`src/design/aiwn_pkg.sv`:
```
// Shared types, constants and helpers of the affine inverse warp.
// No dependencies; every other file of the block but aiwn_ram refers to it by scoped names.
package aiwn_pkg;

    // Frame store geometry
    localparam int SRC_MAX_WIDTH  = 512;
    localparam int SRC_MAX_HEIGHT = 512;
    localparam int DST_MAX_SIZE   = 1024;

    localparam int FRAME_DEPTH = SRC_MAX_WIDTH * SRC_MAX_HEIGHT;
    localparam int ADDR_W = (FRAME_DEPTH > 1) ? $clog2(FRAME_DEPTH) : 1;
    localparam int SRC_XW = (SRC_MAX_WIDTH > 1) ? $clog2(SRC_MAX_WIDTH) : 1;
    localparam int SRC_YW = (SRC_MAX_HEIGHT > 1) ? $clog2(SRC_MAX_HEIGHT) : 1;

    // Field widths
    localparam int CRD_W  = 10;
    localparam int PIX_W  = 24;
    localparam int COEF_W = 32;
    localparam int SZ_W   = 10;
    localparam int FRAC_W = 16;
    localparam int LIM_W  = 14;
    localparam int PROD_W = COEF_W + CRD_W + 1;
    localparam int ACC_W  = COEF_W + CRD_W + 2;
    localparam int CFG_W  = 32;

    // Decoupling queue
    localparam int Q_DEPTH = 8;
    localparam int Q_AW    = $clog2(Q_DEPTH);
    localparam int Q_CW    = $clog2(Q_DEPTH + 1) + 1;

    // Register reset values
    localparam logic [COEF_W-1:0] RST_COEF_ONE  = 32'h0001_0000;
    localparam logic [COEF_W-1:0] RST_COEF_ZERO = 32'h0000_0000;
    localparam logic [SZ_W-1:0]   RST_SRC_SIZE  = 10'd512;

    typedef enum logic {
        CMD_WRITE = 1'b0,
        CMD_MAP   = 1'b1
    } t_cmd;

    typedef enum logic [2:0] {
        CFG_COEF_XX  = 3'd0,
        CFG_COEF_XY  = 3'd1,
        CFG_OFFSET_X = 3'd2,
        CFG_COEF_YX  = 3'd3,
        CFG_COEF_YY  = 3'd4,
        CFG_OFFSET_Y = 3'd5,
        CFG_SRC_W    = 3'd6,
        CFG_SRC_H    = 3'd7
    } t_cfg_idx;

    typedef struct packed {
        t_cmd             command;
        logic [CRD_W-1:0] coord_x;
        logic [CRD_W-1:0] coord_y;
        logic [PIX_W-1:0] pixel_in;
    } t_item;

    typedef struct packed {
        logic [CRD_W-1:0] dest_x;
        logic [CRD_W-1:0] dest_y;
        logic [PIX_W-1:0] pixel_out;
        logic             inside_res;
    } t_res;

    // One classified command between front and back
    typedef struct packed {
        t_cmd              cmd;
        logic [CRD_W-1:0]  dest_x;
        logic [CRD_W-1:0]  dest_y;
        logic [PIX_W-1:0]  pixel;
        logic [ADDR_W-1:0] addr;
        logic              hit;
    } t_job;

    // True when a signed Q28.16 value lies in [0, size-1], size clamped to lim
    function automatic logic in_range(input logic signed [ACC_W-1:0] v,
                                      input logic [SZ_W-1:0] size,
                                      input logic [LIM_W-1:0] lim);
        logic [LIM_W-1:0] s;
        logic [ACC_W-1:0] bound;
        s = (LIM_W'(size) > lim) ? lim : LIM_W'(size);
        bound = ACC_W'({s - LIM_W'(1), FRAC_W'(0)});
        return (s != '0) && !v[ACC_W-1] && ($unsigned(v) <= bound);
    endfunction

endpackage

```
`src/design/aiwn_queue.sv`:
```
// Short FIFO of classified commands between front and back end.
// Depends on aiwn_pkg; the front end guarantees it is never pushed when full.
module aiwn_queue (
    input  logic                      i_clk,
    input  logic                      i_rst_n,
    input  logic                      i_push,
    input  aiwn_pkg::t_job            i_job,
    input  logic                      i_pop,
    output logic                      o_valid,
    output aiwn_pkg::t_job            o_job,
    output logic [aiwn_pkg::Q_CW-1:0] o_count
);

    aiwn_pkg::t_job            r_mem [aiwn_pkg::Q_DEPTH];
    logic [aiwn_pkg::Q_AW-1:0] r_wp, r_rp;
    logic [aiwn_pkg::Q_CW-1:0] r_cnt;
    logic                      do_pop;

    assign o_valid = (r_cnt != '0);
    assign o_job   = r_mem[r_rp];
    assign o_count = r_cnt;
    assign do_pop  = i_pop && o_valid;

    always_ff @(posedge i_clk) begin
        if (i_push) begin
            r_mem[r_wp] <= i_job;
        end
    end

    always_ff @(posedge i_clk) begin
        if (!i_rst_n) begin
            r_wp  <= '0;
            r_rp  <= '0;
            r_cnt <= '0;
        end else begin
            if (i_push) begin
                r_wp <= (r_wp == aiwn_pkg::Q_AW'(aiwn_pkg::Q_DEPTH - 1)) ? '0 : r_wp + 1'b1;
            end
            if (do_pop) begin
                r_rp <= (r_rp == aiwn_pkg::Q_AW'(aiwn_pkg::Q_DEPTH - 1)) ? '0 : r_rp + 1'b1;
            end
            r_cnt <= r_cnt + aiwn_pkg::Q_CW'(i_push) - aiwn_pkg::Q_CW'(do_pop);
        end
    end

endmodule

```
`config.mk`:
```
export PLATFORM = sky130hd
export DESIGN_NAME = aiwn_queue
export DESIGN_NICKNAME = d
export VERILOG_FILES = /design/src/design/aiwn_pkg.sv /design/src/design/aiwn_queue.sv
export SDC_FILE = /design/constraint.sdc
export NUM_CORES = 1
export LEC_CHECK = 0
export BUFFER_PORTS_ARGS = -buffer_cell sky130_fd_sc_hd__buf_2
export CELL_PAD_IN_SITES_DETAIL_PLACEMENT = 1
export CELL_PAD_IN_SITES_GLOBAL_PLACEMENT = 1
export CORE_UTILIZATION = 55
export CTS_CLUSTER_DIAMETER = 150
export DETAILED_ROUTE_END_ITERATION = 10
export GPL_TIMING_DRIVEN = 1
export PLACE_DENSITY = 0.88
export SYNTH_ARGS = -nofsm -noshare
export SYNTH_HDL_FRONTEND = slang
export SYNTH_SLANG_ARGS = --single-unit
```
`constraint.sdc`:
```
create_clock -name i_clk -period 13.5 [get_ports i_clk]
set_input_delay 1.35 -clock i_clk [delete_from_list [all_inputs] [get_ports i_clk]]
set_output_delay 1.35 -clock i_clk [all_outputs]
set_load 0.005 [all_outputs]
```
---- After elaboration in Yosys (flattened, before gate mapping) ----
Memories as Yosys holds them, arrays and structs flattened. A register that Yosys moved wholly into a read port is not among the register bits.
Cells that the tools add are included.
storage, ports and cells
  input bits .............................. 68
  word-level logic and storage cells ...... 18
  memories kept ........................... 1
  register bits after elaboration ......... 11
  memory bits (writable) .................. 512
operators by class
  equality and inequality tests ........... 2
  multiplexer cells ....................... 6
  $add $sub $neg .......................... 4
  reduce and logical (&&, ||, !) cells .... 2
memory list
  name   words  width  read ports  clocked after memory_dff  wr ports  RTL line          source
  r_mem  8      64     1           1                         1         aiwn_queue.sv:14  aiwn_pkg::t_job r_mem [aiwn_pkg::Q_DEPTH];
operator list
  kind                   count
  $mux W3                4
  $add A3 B1 Y3 const B  2
  $eq A3 B3 Y1 const B   2
  $add A5 B1 Y5          1
  $reduce_bool A5 Y1     1
  $sub A5 B1 Y5          1
  $mux W1                2
  $logic_and A1 B1 Y1    1

---- Logic depth before layout (Yosys ltp) ----
  word-level depth ........................ 4
  gate-level depth with buffers ........... 12
  depth with buffers taken out ............ 12

---- Least setup slack after synthesis ----
OpenSTA, ideal clock, no wires.
  kind .................................... input-to-reg
  start point ............................. input i_push
  end point ............................... memory r_mem[0][0] (netlist name), enable pin
  path buffers ............................ 0
  stages on the path ...................... 2
  arrival ................................. 5806 ps
  required time ........................... 12935 ps
  slack ................................... 7129 ps
  path through ............................ nand2b_1 nor3_1
on the way
  longest elaborated chain between the ends .. 2
RTL lines
  element                        RTL line          source
  from (decl)                    aiwn_queue.sv:6   input logic i_push,
  $mux W1                        aiwn_queue.sv:25  if (i_push) begin
  $mux W1 (not written as such)  aiwn_queue.sv:26  r_mem[r_wp] <= i_job;
  to (decl)                      aiwn_queue.sv:14
No other way between the ends.

==> impl_metrics.env <==
export IMPL_grt_pass1_vias=9668
export IMPL_leakagePower_nw=7.28
export IMPL_antenna_found_initial=5
export IMPL_timing_final_crit_share=0.416
export IMPL_syn2layout_area_growth_pct=14.2
export IMPL_drc=32
export IMPL_drt_iter0_drc=522
export IMPL_vias_per_cell=5.93
export IMPL_drv_slew=0
export IMPL_most_common_layout_cells="sky130_fd_sc_hd__edfxtp_1 (512), sky130_fd_sc_hd__buf_2 (137), sky130_fd_sc_hd__mux4_2 (128)"
export IMPL_clk_latency_ps=600
export IMPL_vdd_ir_drop_worst_mv=0.126
export IMPL_maxCapViolCount=0
export IMPL_global_route_peak_usage_layer="met2"
export IMPL_portBuffers=137
export IMPL_violations_in_the_final_reports="design-rule violations"
export IMPL_postLayoutSetupSlackWorst_ps=7880
export IMPL_layout_commonest_cell="sky130_fd_sc_hd__edfxtp_1"
export IMPL_global_route_wire_length_before_repair_um=60400
export IMPL_crit_required_ps=12150
export IMPL_routed_via_count=8846
export IMPL_cts_buffers_inserted=53
export IMPL_worstPathMaxFanout=50
export IMPL_synth_net_count=902
export IMPL_r2r_worst_path_cells=12
export IMPL_clock_tree_from_tritoncts="built"
export IMPL_global_route_usage_over_all_layers=0.229
export IMPL_report_final_setup_viol=0
export IMPL_ys_ff_latch=526
export IMPL_critical_path_reg2reg_endpoint="o_count[4]"
export IMPL_postCtsHoldBufs=0
export IMPL_clock_root_buffer="sky130_fd_sc_hd__clkbuf_16"
export IMPL_timing_critical_path_from_type="flop"
export IMPL_syn_instance_count=823
export IMPL_htree_levels=2
export IMPL_final_hold_violation_count=0
export IMPL_rrSetupSlack_ps=10360
export IMPL_p_per_area_nw_per_um2=166
export IMPL_drt_first_pass_iters=7
export IMPL_global_route_usage_met3=0.0415
export IMPL_die_area_sq_um=37000
export IMPL_std_cell_rows=69
export IMPL_timing_hold_worst_start="r_rp[1]"
export IMPL_startpoint_of_the_most_critical_register_to_register_path="o_count[2]"
export IMPL_ctsLongestPathBuffers=3
export IMPL_finalClockSkew_ps=22.0
export IMPL_post_cts_setup_buffer_count=0
export IMPL_cp_arrival_ps=4270
export IMPL_gp_congestion=0.712
export IMPL_hpwlAfterDp_um=22100
export IMPL_tightestPinTransition_ps=1100
export IMPL_synth_seq_area_share=0.785
export IMPL_die_width_um=192
export IMPL_route_antenna_remaining_nets=0
export IMPL_synth_lib_cells_used_distinct=30
export IMPL_min_path_type="flop to flop"
export IMPL_tmin_final_ps=5620
export IMPL_outcome="finished, violations left"
export IMPL_io_pins=138
export IMPL_globalRouteMet1Util=0.307
export IMPL_timing_setup_critical_path_class="flop to output port"
export IMPL_synth_warnings=0
export IMPL_whs_path_depth=2
export IMPL_max_slew_headroom_at_the_worst_pin=0.268
export IMPL_synthArstFlopShare=0
export IMPL_fmax_mhz=178
export IMPL_routing_usage_on_met2=0.386
export IMPL_timing_setup_tns_ps=0
export IMPL_placeableCoreArea_sq_um=35700
export IMPL_mappedNetlistArea_sq_um=20000
export IMPL_place_worst_setup_slack_ps=8360
export IMPL_wl_per_cell_um=27.6
export IMPL_finish_net_count=1072
export IMPL_number_of_synthesized_flops_with_an_enable_pin=512
export IMPL_floorplan_initialDensity=0.560
export IMPL_maximum_number_of_pins_on_one_net_before_global_route_repair=75
export IMPL_wl_um=41100
export IMPL_rsz0062_at_grt="false"
export IMPL_clk_transition_reported_paths_ps=60
export IMPL_syn_mean_instance_area_sq_um=24.2
export IMPL_synth_top_flop_cell="sky130_fd_sc_hd__edfxtp_1"
export IMPL_post_cts_resized_instances=0
export IMPL_cts_sink_count=526
export IMPL_drive_gt1_frac=0.413
export IMPL_globalRouteOverflowTotal=0
export IMPL_die_boundary_height_um=192
export IMPL_worst_setup_path_end_kind="output port"
-- worst max-delay path: stages, from the launching register on --
cell and delay [ps]:
sky130_fd_sc_hd__dfxtp_4 800, sky130_fd_sc_hd__buf_4 860, sky130_fd_sc_hd__buf_4 910, sky130_fd_sc_hd__mux4_2 610, sky130_fd_sc_hd__mux2_2 300, sky130_fd_sc_hd__buf_2 140
-- routing by layer --
layer  vias to the layer above  wire length [um]  share of wire
met5                         -                30        0.00073
li1                       3826                 -              -
met3                        53              1940          0.047
met4                         4               774          0.019
met2                       218             21300           0.52
met1                      4745             17100           0.42
-- cell type report --
type	instances	area (sq um)
Clock inverter	22	243
Inverter	8	30.0
Antenna cell	3	7.51
Sequential cell	526	15700
Clock buffer	67	1380
Tap cell	461	577
Multi-Input combinational cell	253	4090
Timing Repair Buffer	151	791
Fill cell	2870	12900
-- sequential cells by signal (all words and copies together), names as in the netlist, named ones only --
signal	cells
o_count	5
r_mem	512
r_wp	3
r_rp	3
-- where the power goes --
| group | total [W] | switching [W] | internal [W] |
|---|---|---|---|
| registers | 0.00188 | 0.0000419 | 0.00184 |
| logic | 0.000515 | 0.000240 | 0.000275 |
| clock network | 0.00139 | 0.000591 | 0.000798 |
| total | 0.00378 | 0.000873 | 0.00291 |
-- through the flow --
stage | util | total power, W | cells | instance area, sq um | hold slack (ps)
6_report | 0.639 | 0.00378 | 1491 | 22800 | 519
5_1_grt | 0.639 | 0.00391 | 1489 | 22800 | 534
4_1_cts | 0.639 | 0.00382 | 1488 | 22800 | 526
3_5_place_dp | 0.593 | 0.00243 | 1399 | 21200 | 514
3_3_place_gp | 0.593 | 0.00241 | 1399 | 21200 | 471
2_1_floorplan | - | 0.00225 | 823 | 20000 | 454
-- cells in the mapped netlist (7+ instances only) --
cell                       count  area share
sky130_fd_sc_hd__buf_6        12      0.0068
sky130_fd_sc_hd__mux2_2       64       0.036
sky130_fd_sc_hd__mux4_2      128        0.14
sky130_fd_sc_hd__nand2_1       7      0.0013
sky130_fd_sc_hd__dfxtp_1      14       0.014
sky130_fd_sc_hd__edfxtp_1    512        0.77
sky130_fd_sc_hd__nor2_1       11      0.0021
sky130_fd_sc_hd__ha_1         10      0.0063
sky130_fd_sc_hd__clkbuf_1     10      0.0019
sky130_fd_sc_hd__nand2b_1      7      0.0022
sky130_fd_sc_hd__buf_1         9      0.0017
sky130_fd_sc_hd__inv_1         8      0.0015
-- worst max path at each step --
stage          slack, ps     endpoint
5_1_grt             7450    o_job[44]
6_report            7880    o_job[45]
2_1_floorplan       7130  r_mem[0][0]
4_1_cts             7690    o_job[44]
3_5_place_dp        8360    o_job[45]
3_3_place_gp        8370    o_job[45]
-- cell families after synthesis --
group / synth area share
DFF: 0.785
muxes: 0.182
buffers and inverters: 0.0134
and+or+nand+nor: 0.00922
adders and majority gates: 0.00727
AOI/OAI and AO/OA: 0.00270
xor gates and xnor gates: 0.000878
Note: power is estimated with default switching activity, not from simulation.
