==> config.mk <==
export PLATFORM = sky130hd
export DESIGN_NAME = aiwn_front
export DESIGN_NICKNAME = d
export VERILOG_FILES = /design/src/design/aiwn_pkg.sv /design/src/design/aiwn_front.sv
export SDC_FILE = /design/constraint.sdc
export NUM_CORES = 2
export LEC_CHECK = 0
export BUFFER_PORTS_ARGS = -buffer_cell sky130_fd_sc_hd__buf_2
export CORE_MARGIN = 3
export CORE_UTILIZATION = 50
export CTS_CLUSTER_DIAMETER = 60
export CTS_CLUSTER_SIZE = 20
export DETAILED_ROUTE_END_ITERATION = 16
export GPL_TIMING_DRIVEN = 0
export PLACE_DENSITY = 0.68
export SYNTH_ARGS = -nofsm -noshare
export SYNTH_HDL_FRONTEND = slang
export SYNTH_SLANG_ARGS = --single-unit
==> constraint.sdc <==
create_clock -name i_clk -period 7.65 [get_ports i_clk]
set_input_delay 1.53 -clock i_clk [delete_from_list [all_inputs] [get_ports i_clk]]
set_output_delay 1.53 -clock i_clk [all_outputs]
set_load 0.02 [all_outputs]
==> src/design/aiwn_pkg.sv <==
// Shared types, constants and helpers of the affine inverse warp.
// No dependencies; every other file of the block but aiwn_ram refers to it by scoped names.
package aiwn_pkg;

    // Frame store geometry
    localparam int SRC_MAX_WIDTH  = 512;
    localparam int SRC_MAX_HEIGHT = 512;
    localparam int DST_MAX_SIZE   = 1024;

    localparam int FRAME_DEPTH = SRC_MAX_WIDTH * SRC_MAX_HEIGHT;
    localparam int ADDR_W = (FRAME_DEPTH > 1) ? $clog2(FRAME_DEPTH) : 1;
    localparam int SRC_XW = (SRC_MAX_WIDTH > 1) ? $clog2(SRC_MAX_WIDTH) : 1;
    localparam int SRC_YW = (SRC_MAX_HEIGHT > 1) ? $clog2(SRC_MAX_HEIGHT) : 1;

    // Field widths
    localparam int CRD_W  = 10;
    localparam int PIX_W  = 24;
    localparam int COEF_W = 32;
    localparam int SZ_W   = 10;
    localparam int FRAC_W = 16;
    localparam int LIM_W  = 14;
    localparam int PROD_W = COEF_W + CRD_W + 1;
    localparam int ACC_W  = COEF_W + CRD_W + 2;
    localparam int CFG_W  = 32;

    // Decoupling queue
    localparam int Q_DEPTH = 8;
    localparam int Q_AW    = $clog2(Q_DEPTH);
    localparam int Q_CW    = $clog2(Q_DEPTH + 1) + 1;

    // Register reset values
    localparam logic [COEF_W-1:0] RST_COEF_ONE  = 32'h0001_0000;
    localparam logic [COEF_W-1:0] RST_COEF_ZERO = 32'h0000_0000;
    localparam logic [SZ_W-1:0]   RST_SRC_SIZE  = 10'd512;

    typedef enum logic {
        CMD_WRITE = 1'b0,
        CMD_MAP   = 1'b1
    } t_cmd;

    typedef enum logic [2:0] {
        CFG_COEF_XX  = 3'd0,
        CFG_COEF_XY  = 3'd1,
        CFG_OFFSET_X = 3'd2,
        CFG_COEF_YX  = 3'd3,
        CFG_COEF_YY  = 3'd4,
        CFG_OFFSET_Y = 3'd5,
        CFG_SRC_W    = 3'd6,
        CFG_SRC_H    = 3'd7
    } t_cfg_idx;

    typedef struct packed {
        t_cmd             command;
        logic [CRD_W-1:0] coord_x;
        logic [CRD_W-1:0] coord_y;
        logic [PIX_W-1:0] pixel_in;
    } t_item;

    typedef struct packed {
        logic [CRD_W-1:0] dest_x;
        logic [CRD_W-1:0] dest_y;
        logic [PIX_W-1:0] pixel_out;
        logic             inside_res;
    } t_res;

    // One classified command between front and back
    typedef struct packed {
        t_cmd              cmd;
        logic [CRD_W-1:0]  dest_x;
        logic [CRD_W-1:0]  dest_y;
        logic [PIX_W-1:0]  pixel;
        logic [ADDR_W-1:0] addr;
        logic              hit;
    } t_job;

    // True when a signed Q28.16 value lies in [0, size-1], size clamped to lim
    function automatic logic in_range(input logic signed [ACC_W-1:0] v,
                                      input logic [SZ_W-1:0] size,
                                      input logic [LIM_W-1:0] lim);
        logic [LIM_W-1:0] s;
        logic [ACC_W-1:0] bound;
        s = (LIM_W'(size) > lim) ? lim : LIM_W'(size);
        bound = ACC_W'({s - LIM_W'(1), FRAC_W'(0)});
        return (s != '0) && !v[ACC_W-1] && ($unsigned(v) <= bound);
    endfunction

endpackage

==> src/design/aiwn_front.sv <==
// Front end: configuration registers, command accept and classification,
// and the three-stage coordinate transform. Depends on aiwn_pkg.
module aiwn_front (
    input  logic                     i_clk,
    input  logic                     i_rst_n,
    input  logic                     i_cfg_we,
    input  aiwn_pkg::t_cfg_idx       i_cfg_idx,
    input  logic [aiwn_pkg::CFG_W-1:0] i_cfg_data,
    input  logic                     i_in_valid,
    input  aiwn_pkg::t_item          i_in_item,
    output logic                     o_in_stall,
    input  logic [aiwn_pkg::Q_CW-1:0] i_q_count,
    output logic                     o_push,
    output aiwn_pkg::t_job           o_job
);

    typedef struct packed {
        aiwn_pkg::t_cmd                  cmd;
        logic [aiwn_pkg::CRD_W-1:0]      x;
        logic [aiwn_pkg::CRD_W-1:0]      y;
        logic [aiwn_pkg::PIX_W-1:0]      pix;
        logic [aiwn_pkg::ADDR_W-1:0]     waddr;
    } t_meta;

    logic [aiwn_pkg::COEF_W-1:0] r_coef_xx, r_coef_xy, r_offset_x;
    logic [aiwn_pkg::COEF_W-1:0] r_coef_yx, r_coef_yy, r_offset_y;
    logic [aiwn_pkg::SZ_W-1:0]   r_src_w, r_src_h;

    logic  r_v1, r_v2, r_v3;
    t_meta r_m1, r_m2, r_m3;
    t_meta n_m1;
    logic  n_v1;

    logic signed [aiwn_pkg::PROD_W-1:0] r_pxx, r_pxy, r_pyx, r_pyy;
    logic signed [aiwn_pkg::PROD_W-1:0] n_pxx, n_pxy, n_pyx, n_pyy;
    logic signed [aiwn_pkg::PROD_W-1:0] ext_xx, ext_xy, ext_yx, ext_yy, ext_x, ext_y;
    logic signed [aiwn_pkg::ACC_W-1:0]  r_sx, r_sy, n_sx, n_sy;

    logic                        accept, keep, in_x, in_y;
    logic [aiwn_pkg::Q_CW-1:0]   used;
    logic [aiwn_pkg::SRC_XW-1:0] ix;
    logic [aiwn_pkg::SRC_YW-1:0] iy;
    logic [aiwn_pkg::ADDR_W-1:0] map_addr;

    // Configuration registers
    always_ff @(posedge i_clk) begin
        if (!i_rst_n) begin
            r_coef_xx  <= aiwn_pkg::RST_COEF_ONE;
            r_coef_xy  <= aiwn_pkg::RST_COEF_ZERO;
            r_offset_x <= aiwn_pkg::RST_COEF_ZERO;
            r_coef_yx  <= aiwn_pkg::RST_COEF_ZERO;
            r_coef_yy  <= aiwn_pkg::RST_COEF_ONE;
            r_offset_y <= aiwn_pkg::RST_COEF_ZERO;
            r_src_w    <= aiwn_pkg::RST_SRC_SIZE;
            r_src_h    <= aiwn_pkg::RST_SRC_SIZE;
        end else if (i_cfg_we) begin
            case (i_cfg_idx)
                aiwn_pkg::CFG_COEF_XX:  r_coef_xx  <= i_cfg_data;
                aiwn_pkg::CFG_COEF_XY:  r_coef_xy  <= i_cfg_data;
                aiwn_pkg::CFG_OFFSET_X: r_offset_x <= i_cfg_data;
                aiwn_pkg::CFG_COEF_YX:  r_coef_yx  <= i_cfg_data;
                aiwn_pkg::CFG_COEF_YY:  r_coef_yy  <= i_cfg_data;
                aiwn_pkg::CFG_OFFSET_Y: r_offset_y <= i_cfg_data;
                aiwn_pkg::CFG_SRC_W:    r_src_w    <= i_cfg_data[aiwn_pkg::SZ_W-1:0];
                aiwn_pkg::CFG_SRC_H:    r_src_h    <= i_cfg_data[aiwn_pkg::SZ_W-1:0];
                default: ;
            endcase
        end
    end

    // Hold off when queue plus in-flight stages could fill the queue
    assign used = i_q_count + aiwn_pkg::Q_CW'(r_v1) + aiwn_pkg::Q_CW'(r_v2)
                + aiwn_pkg::Q_CW'(r_v3);
    assign o_in_stall = (used >= aiwn_pkg::Q_CW'(aiwn_pkg::Q_DEPTH));
    assign accept = i_in_valid && !o_in_stall;

    // Classify: drop writes outside the store and maps outside the destination
    always_comb begin
        if (i_in_item.command == aiwn_pkg::CMD_WRITE) begin
            keep = (32'(i_in_item.coord_x) < aiwn_pkg::SRC_MAX_WIDTH)
                && (32'(i_in_item.coord_y) < aiwn_pkg::SRC_MAX_HEIGHT);
        end else begin
            keep = (32'(i_in_item.coord_x) < aiwn_pkg::DST_MAX_SIZE)
                && (32'(i_in_item.coord_y) < aiwn_pkg::DST_MAX_SIZE);
        end
        n_v1 = accept && keep;
        n_m1.cmd   = i_in_item.command;
        n_m1.x     = i_in_item.coord_x;
        n_m1.y     = i_in_item.coord_y;
        n_m1.pix   = i_in_item.pixel_in;
        n_m1.waddr = aiwn_pkg::ADDR_W'(i_in_item.coord_y)
                   * aiwn_pkg::ADDR_W'(aiwn_pkg::SRC_MAX_WIDTH)
                   + aiwn_pkg::ADDR_W'(i_in_item.coord_x);
    end

    // Products of coefficients and destination coordinates
    always_comb begin
        ext_xx = {{(aiwn_pkg::PROD_W-aiwn_pkg::COEF_W){r_coef_xx[aiwn_pkg::COEF_W-1]}}, r_coef_xx};
        ext_xy = {{(aiwn_pkg::PROD_W-aiwn_pkg::COEF_W){r_coef_xy[aiwn_pkg::COEF_W-1]}}, r_coef_xy};
        ext_yx = {{(aiwn_pkg::PROD_W-aiwn_pkg::COEF_W){r_coef_yx[aiwn_pkg::COEF_W-1]}}, r_coef_yx};
        ext_yy = {{(aiwn_pkg::PROD_W-aiwn_pkg::COEF_W){r_coef_yy[aiwn_pkg::COEF_W-1]}}, r_coef_yy};
        ext_x  = {{(aiwn_pkg::PROD_W-aiwn_pkg::CRD_W){1'b0}}, r_m1.x};
        ext_y  = {{(aiwn_pkg::PROD_W-aiwn_pkg::CRD_W){1'b0}}, r_m1.y};
        n_pxx  = ext_xx * ext_x;
        n_pxy  = ext_xy * ext_y;
        n_pyx  = ext_yx * ext_x;
        n_pyy  = ext_yy * ext_y;
    end

    // Sum products and offsets
    always_comb begin
        n_sx = {r_pxx[aiwn_pkg::PROD_W-1], r_pxx} + {r_pxy[aiwn_pkg::PROD_W-1], r_pxy}
             + {{(aiwn_pkg::ACC_W-aiwn_pkg::COEF_W){r_offset_x[aiwn_pkg::COEF_W-1]}}, r_offset_x};
        n_sy = {r_pyx[aiwn_pkg::PROD_W-1], r_pyx} + {r_pyy[aiwn_pkg::PROD_W-1], r_pyy}
             + {{(aiwn_pkg::ACC_W-aiwn_pkg::COEF_W){r_offset_y[aiwn_pkg::COEF_W-1]}}, r_offset_y};
    end

    always_ff @(posedge i_clk) begin
        if (!i_rst_n) begin
            r_v1 <= 1'b0;
            r_v2 <= 1'b0;
            r_v3 <= 1'b0;
        end else begin
            r_v1 <= n_v1;
            r_v2 <= r_v1;
            r_v3 <= r_v2;
        end
    end

    always_ff @(posedge i_clk) begin
        r_m1  <= n_m1;
        r_m2  <= r_m1;
        r_m3  <= r_m2;
        r_pxx <= n_pxx;
        r_pxy <= n_pxy;
        r_pyx <= n_pyx;
        r_pyy <= n_pyy;
        r_sx  <= n_sx;
        r_sy  <= n_sy;
    end

    // Bounds test and source address
    always_comb begin
        in_x = aiwn_pkg::in_range(r_sx, r_src_w, aiwn_pkg::LIM_W'(aiwn_pkg::SRC_MAX_WIDTH));
        in_y = aiwn_pkg::in_range(r_sy, r_src_h, aiwn_pkg::LIM_W'(aiwn_pkg::SRC_MAX_HEIGHT));
        ix = r_sx[aiwn_pkg::FRAC_W +: aiwn_pkg::SRC_XW];
        iy = r_sy[aiwn_pkg::FRAC_W +: aiwn_pkg::SRC_YW];
        map_addr = aiwn_pkg::ADDR_W'(iy) * aiwn_pkg::ADDR_W'(aiwn_pkg::SRC_MAX_WIDTH)
                 + aiwn_pkg::ADDR_W'(ix);
        o_job.cmd    = r_m3.cmd;
        o_job.dest_x = r_m3.x;
        o_job.dest_y = r_m3.y;
        o_job.pixel  = r_m3.pix;
        o_job.addr   = (r_m3.cmd == aiwn_pkg::CMD_WRITE) ? r_m3.waddr : map_addr;
        o_job.hit    = in_x && in_y;
    end

    assign o_push = r_v3;

endmodule

Word level (Yosys, flattened, before mapping)
Index checks and enable logic that the tools add are counted.
{"block": "totals", "ff_bits": 664, "input_bits": 89, "output_inout_bits": 66}
{"block": "op_classes", "n_addsub": 11, "mul": 4, "magnitude_cmp": 7, "eq_ne": 7, "mux": 4, "reduce_logical": 22}
{"op": "$mul 32x11->43", "n": 4}
{"op": "$add 43x43->44", "n": 2}
{"op": "$add 44x44->44", "n": 2}
{"op": "$le 44x30->1", "n": 2}
{"op": "$reduce_bool 14->1", "n": 2}
{"op": "$sub 10x1->11 const B", "n": 2}
{"op": "$gt 10x10->1 const B", "n": 2}
{"op": "$lt 10x10->1 const B", "n": 2}
{"op": "$mux 10", "n": 2}
{"op": "$add 18x10->18", "n": 1}
{"op": "$add 18x9->18", "n": 1}
{"op": "$mux 18", "n": 1}
{"op": "$reduce_and 2->1", "n": 8}
{"op": "$add 5x1->5", "n": 3}
{"op": "$eq 3x3->1 const B", "n": 4}
{"op": "$logic_and 1x1->1", "n": 8}
{"op": "$eq 3x2->1 const B", "n": 2}
{"op": "$ge 5x4->1 const B", "n": 1}
{"op": "$eq 3x1->1 const B", "n": 1}
{"op": "$logic_not 1->1", "n": 3}
{"op": "$logic_not 3->1", "n": 1}
{"op": "$mux 1", "n": 1}

Longest topological paths before layout
{"block": "logic_depth", "word_depth": 7, "depth_mapped": 24, "depth_no_buf": 22}

Worst setup path before layout
No wires, ideal clock.
{"block": "synth_timing", "path_type": "reg-to-reg", "from": "reg, netlist name r_m1[5]", "to": "reg r_pxx[36] (netlist name)", "arrival_time_ns": 5.693, "setup_slack_ns": 1.839, "stages_incl_launch_ff": 23, "path_cell_list": "dfxtp_1 -> clkbuf_1 -> clkbuf_1 -> nand2_1 -> fa_1 -> inv_1 -> fa_1 -> fa_1 -> fa_1 -> inv_1 -> fa_1 -> inv_1 -> ha_1 -> and3_1 -> and2_1 -> a221o_1 -> a31o_2 -> a21oi_2 -> a31oi_1 -> or2_1 -> a31oi_1 -> o21ai_1 -> xnor2_1"}
{"element": "end signal, assigned", "line": "aiwn_front.sv:134", "text": "r_pxx <= n_pxx;"}
{"element": "end, declared", "line": "aiwn_front.sv:34", "text": "logic signed [aiwn_pkg::PROD_W-1:0] r_pxx, r_pxy, r_pyx, r_pyy;"}

==> results.txt <==
Status: finished clean
Unrepaired setup endpoints after global routing: yes
Initial antenna violation count: 27
CTS Buf Count: 69
Die span in x: 378 µm
Unique masters post-synth: 88
Total core area: 0.136 mm²
Internal power: 0.00668 W
Min Tclk post-route: 7.44 ns
Die ar.: 0.143 mm²
Main flop type after synthesis: dfxtp_1
Max_cap viols: 0
Setup Viol. Count Final: 0
GPL Wtd Cong: 0.959
Slowest CP cell: dfxtp_1
Crit path depth: 20
Crit. End Element: flop
Sw frac: 36.3%
Detail Route Antenna Nets: 0
Peak supply drop: 0.155 mV
Final Core Density: 54.6%
Fmax: 0.134 GHz
CP cell instances: clkbuf_1 > nand2_1 > fa_1 > fa_1 > fa_1 > inv_1 > fa_1 > inv_1 > fa_1 > inv_1 > ha_1 > or3_1 > a211oi_2 > nor3_1 > o211ai_1 > a21oi_1 > a32oi_1 > nand2_1 > a21boi_0 > xnor2_1
Largest net degree at the start of global routing: 21
FF+latch count, synth: 637
Net load switching power: 0.00381 W
Avg WL per Cell: 20.6 µm
Period utilisation layout: 97.3%
Slew Limit Headroom: 19.1%
H-Tree Depth: 3
1st-iter DRT viols: 3,946
Leakage: 36.6 nW
Worst-Margin Slew: 1.21 ns
Rows: 135
Ys async rst share: 0%
Avg Vias per Cell: 5.41
Detailed placement HPWL: 161 mm
Initial core utilization: 50.6%
Register area share after synthesis: 18.5%
First-pass GRT wire length: 305 mm
Worst Hold Depth: 0
Sequential share of power: 38.2%
Critical path data arrival time: 7.97 ns
Gr usage total: 28.3%
Final WS setup: 0.209 ns
CTS tree: yes
Max Clock Skew: 0.0446 ns
Cell mode on critical path: fa_1
# clock sinks: 637
Reg2reg setup slack: 0.21 ns
Cell Pwr Density: 141 mW/mm²
Grt total ovfl: 0
Most frequent cells in the layout: 1,334 x inv_1, 1,273 x nand2_1, 1,182 x fa_1
Total Wirelength: 198 mm
Commonest non-fill, non-tap cell in the layout: inv_1
Final TNS setup: 0 ns
Pre-Repair DR Iteration Count: 6
Clock power share: 34.1%
Net Count, Synth: 9,326
Top delay family on crit path: adder cells
Drt drc: 0
Vias: 52,000
Crit start category: flop
Number of fill cells: 12,300
HP Class: reg -> reg
Worst Path Buf+Inv: 4
Area Growth Syn to Fin: 7.82%
WS Path Type: reg -> reg
Crit path max fanout: 11
CTS root buf: clkbuf_16
Worst-skew pair later-pin latency: 0.66 ns
Mapped Avg Cell Area: 9.12 µm²
Final hold vios: 0
Max Slew Vio Count: 0
Worst r2r path cells: 20
PortBufs: 139
Cells after synthesis: 7,565
Clock slew at reported path FFs: 0.08 ns
Req. time, crit path: 8.18 ns
Post-synth EDFFs: 0
IO Count: 155
Post-Syn Area: 0.0690 mm²
Max incr delay on CP: 0.89 ns
Final net count: 9,525
CTS Buffer Depth: 3
Layout cells sized above 1: 5.27%
Comb power frac: 27.7%
Min Hold Slack: 0.327 ns
Vias in the first global route: 53,100
Die Ht: 378 µm
Yosys warns: 0
Setup WS pre-CTS: -0.190 ns
## area by class of cell
cell class	instances	area [µm²]	share of cell area (%)
inverter	1334	5010	6.73
tap	1781	2230	2.99
multi-input combinational	5175	49500	66.5
clock buffer	77	1820	2.44
buffer	406	1750	2.35
clock inverter	46	621	0.834
antenna	10	25.0	0.0336
timing repair buffer	141	718	0.965
sequential	637	12800	17.1
## repair_timing
item,CTS,global route
resized for setup,8,30
buffers inserted,0,0
setup endpoints to repair,14,44
hold buffers,0,0
## layer usage
metal | routed length, µm | global-route usage [%]
met3 | 17500 | 6.12
met5 | 36 | 0
met2 | 90900 | 45.5
met1 | 80300 | 37.1
met4 | 9450 | 11.8
## power groups by stage
stage	logic (W)	registers, W	clock network (W)
floorplan	0.00197	0.00389	0
global placement	0.00282	0.00405	0
detailed placement	0.00287	0.00406	0
CTS	0.00288	0.00399	0.00364
global route	0.00321	0.00403	0.00376
finish	0.00290	0.00401	0.00358
## stage by stage
stage | std cells | power (W) | area (µm²)
3_5_place_dp | 9487 | 0.00693 | 72000
3_3_place_gp | 9485 | 0.00687 | 71900
2_1_floorplan | 7565 | 0.00586 | 69000
6_report | 9607 | 0.0105 | 74400
4_1_cts | 9607 | 0.0105 | 74400
5_1_grt | 9598 | 0.0110 | 74400
## cells in the mapped netlist (28+ instances only)
master	instances	area share [%]
a21boi_0	219	2.4
a21o_1	133	1.4
a21oi_1	223	1.6
and2_1	568	5.1
and3_1	28	0.25
buf_4	53	0.58
clkbuf_1	362	2.0
dfxtp_1	637	18
fa_1	1182	34
ha_1	490	8.9
inv_1	1334	7.3
nand2_1	1273	6.9
nand2b_1	38	0.34
nand3_1	43	0.31
nand4_1	45	0.41
nor2_1	140	0.76
nor2b_1	39	0.35
nor3_1	39	0.28
o21a_1	35	0.38
o21ai_0	114	0.83
o21bai_1	39	0.42
xnor2_1	177	2.2
xor2_1	81	1.0
## state kept, by name (all words and copies together) (netlist names), 36 cells and up
| register | flops |
|---|---|
| r_m2 | 54 |
| r_sx | 44 |
| r_sy | 44 |
| r_m1 | 43 |
| r_pxx | 43 |
| r_pxy | 43 |
| r_pyx | 43 |
| r_pyy | 43 |
| o_job | 36 |
## cell families after synthesis
kind of cell / count (synthesis) / share of synthesized area (%)
simple gates: 2265 / 15.3
buf+inv: 1753 / 9.82
fa+ha+maj: 1672 / 43.2
compound gates: 961 / 9.63
flops: 637 / 18.5
xor+xnor: 258 / 3.27
mux: 19 / 0.308
## path summary, 6_finish.rpt
| kind | start | to |
|---|---|---|
| setup / recovery | r_m1[3] | r_pyx[38] |
| hold / removal | r_m2[42] | o_job[43] |
| setup reg to reg | r_m1[3] | r_pyx[38] |
| hold reg to reg | r_m2[42] | o_job[43] |
Power figures use the tool's default switching activity.
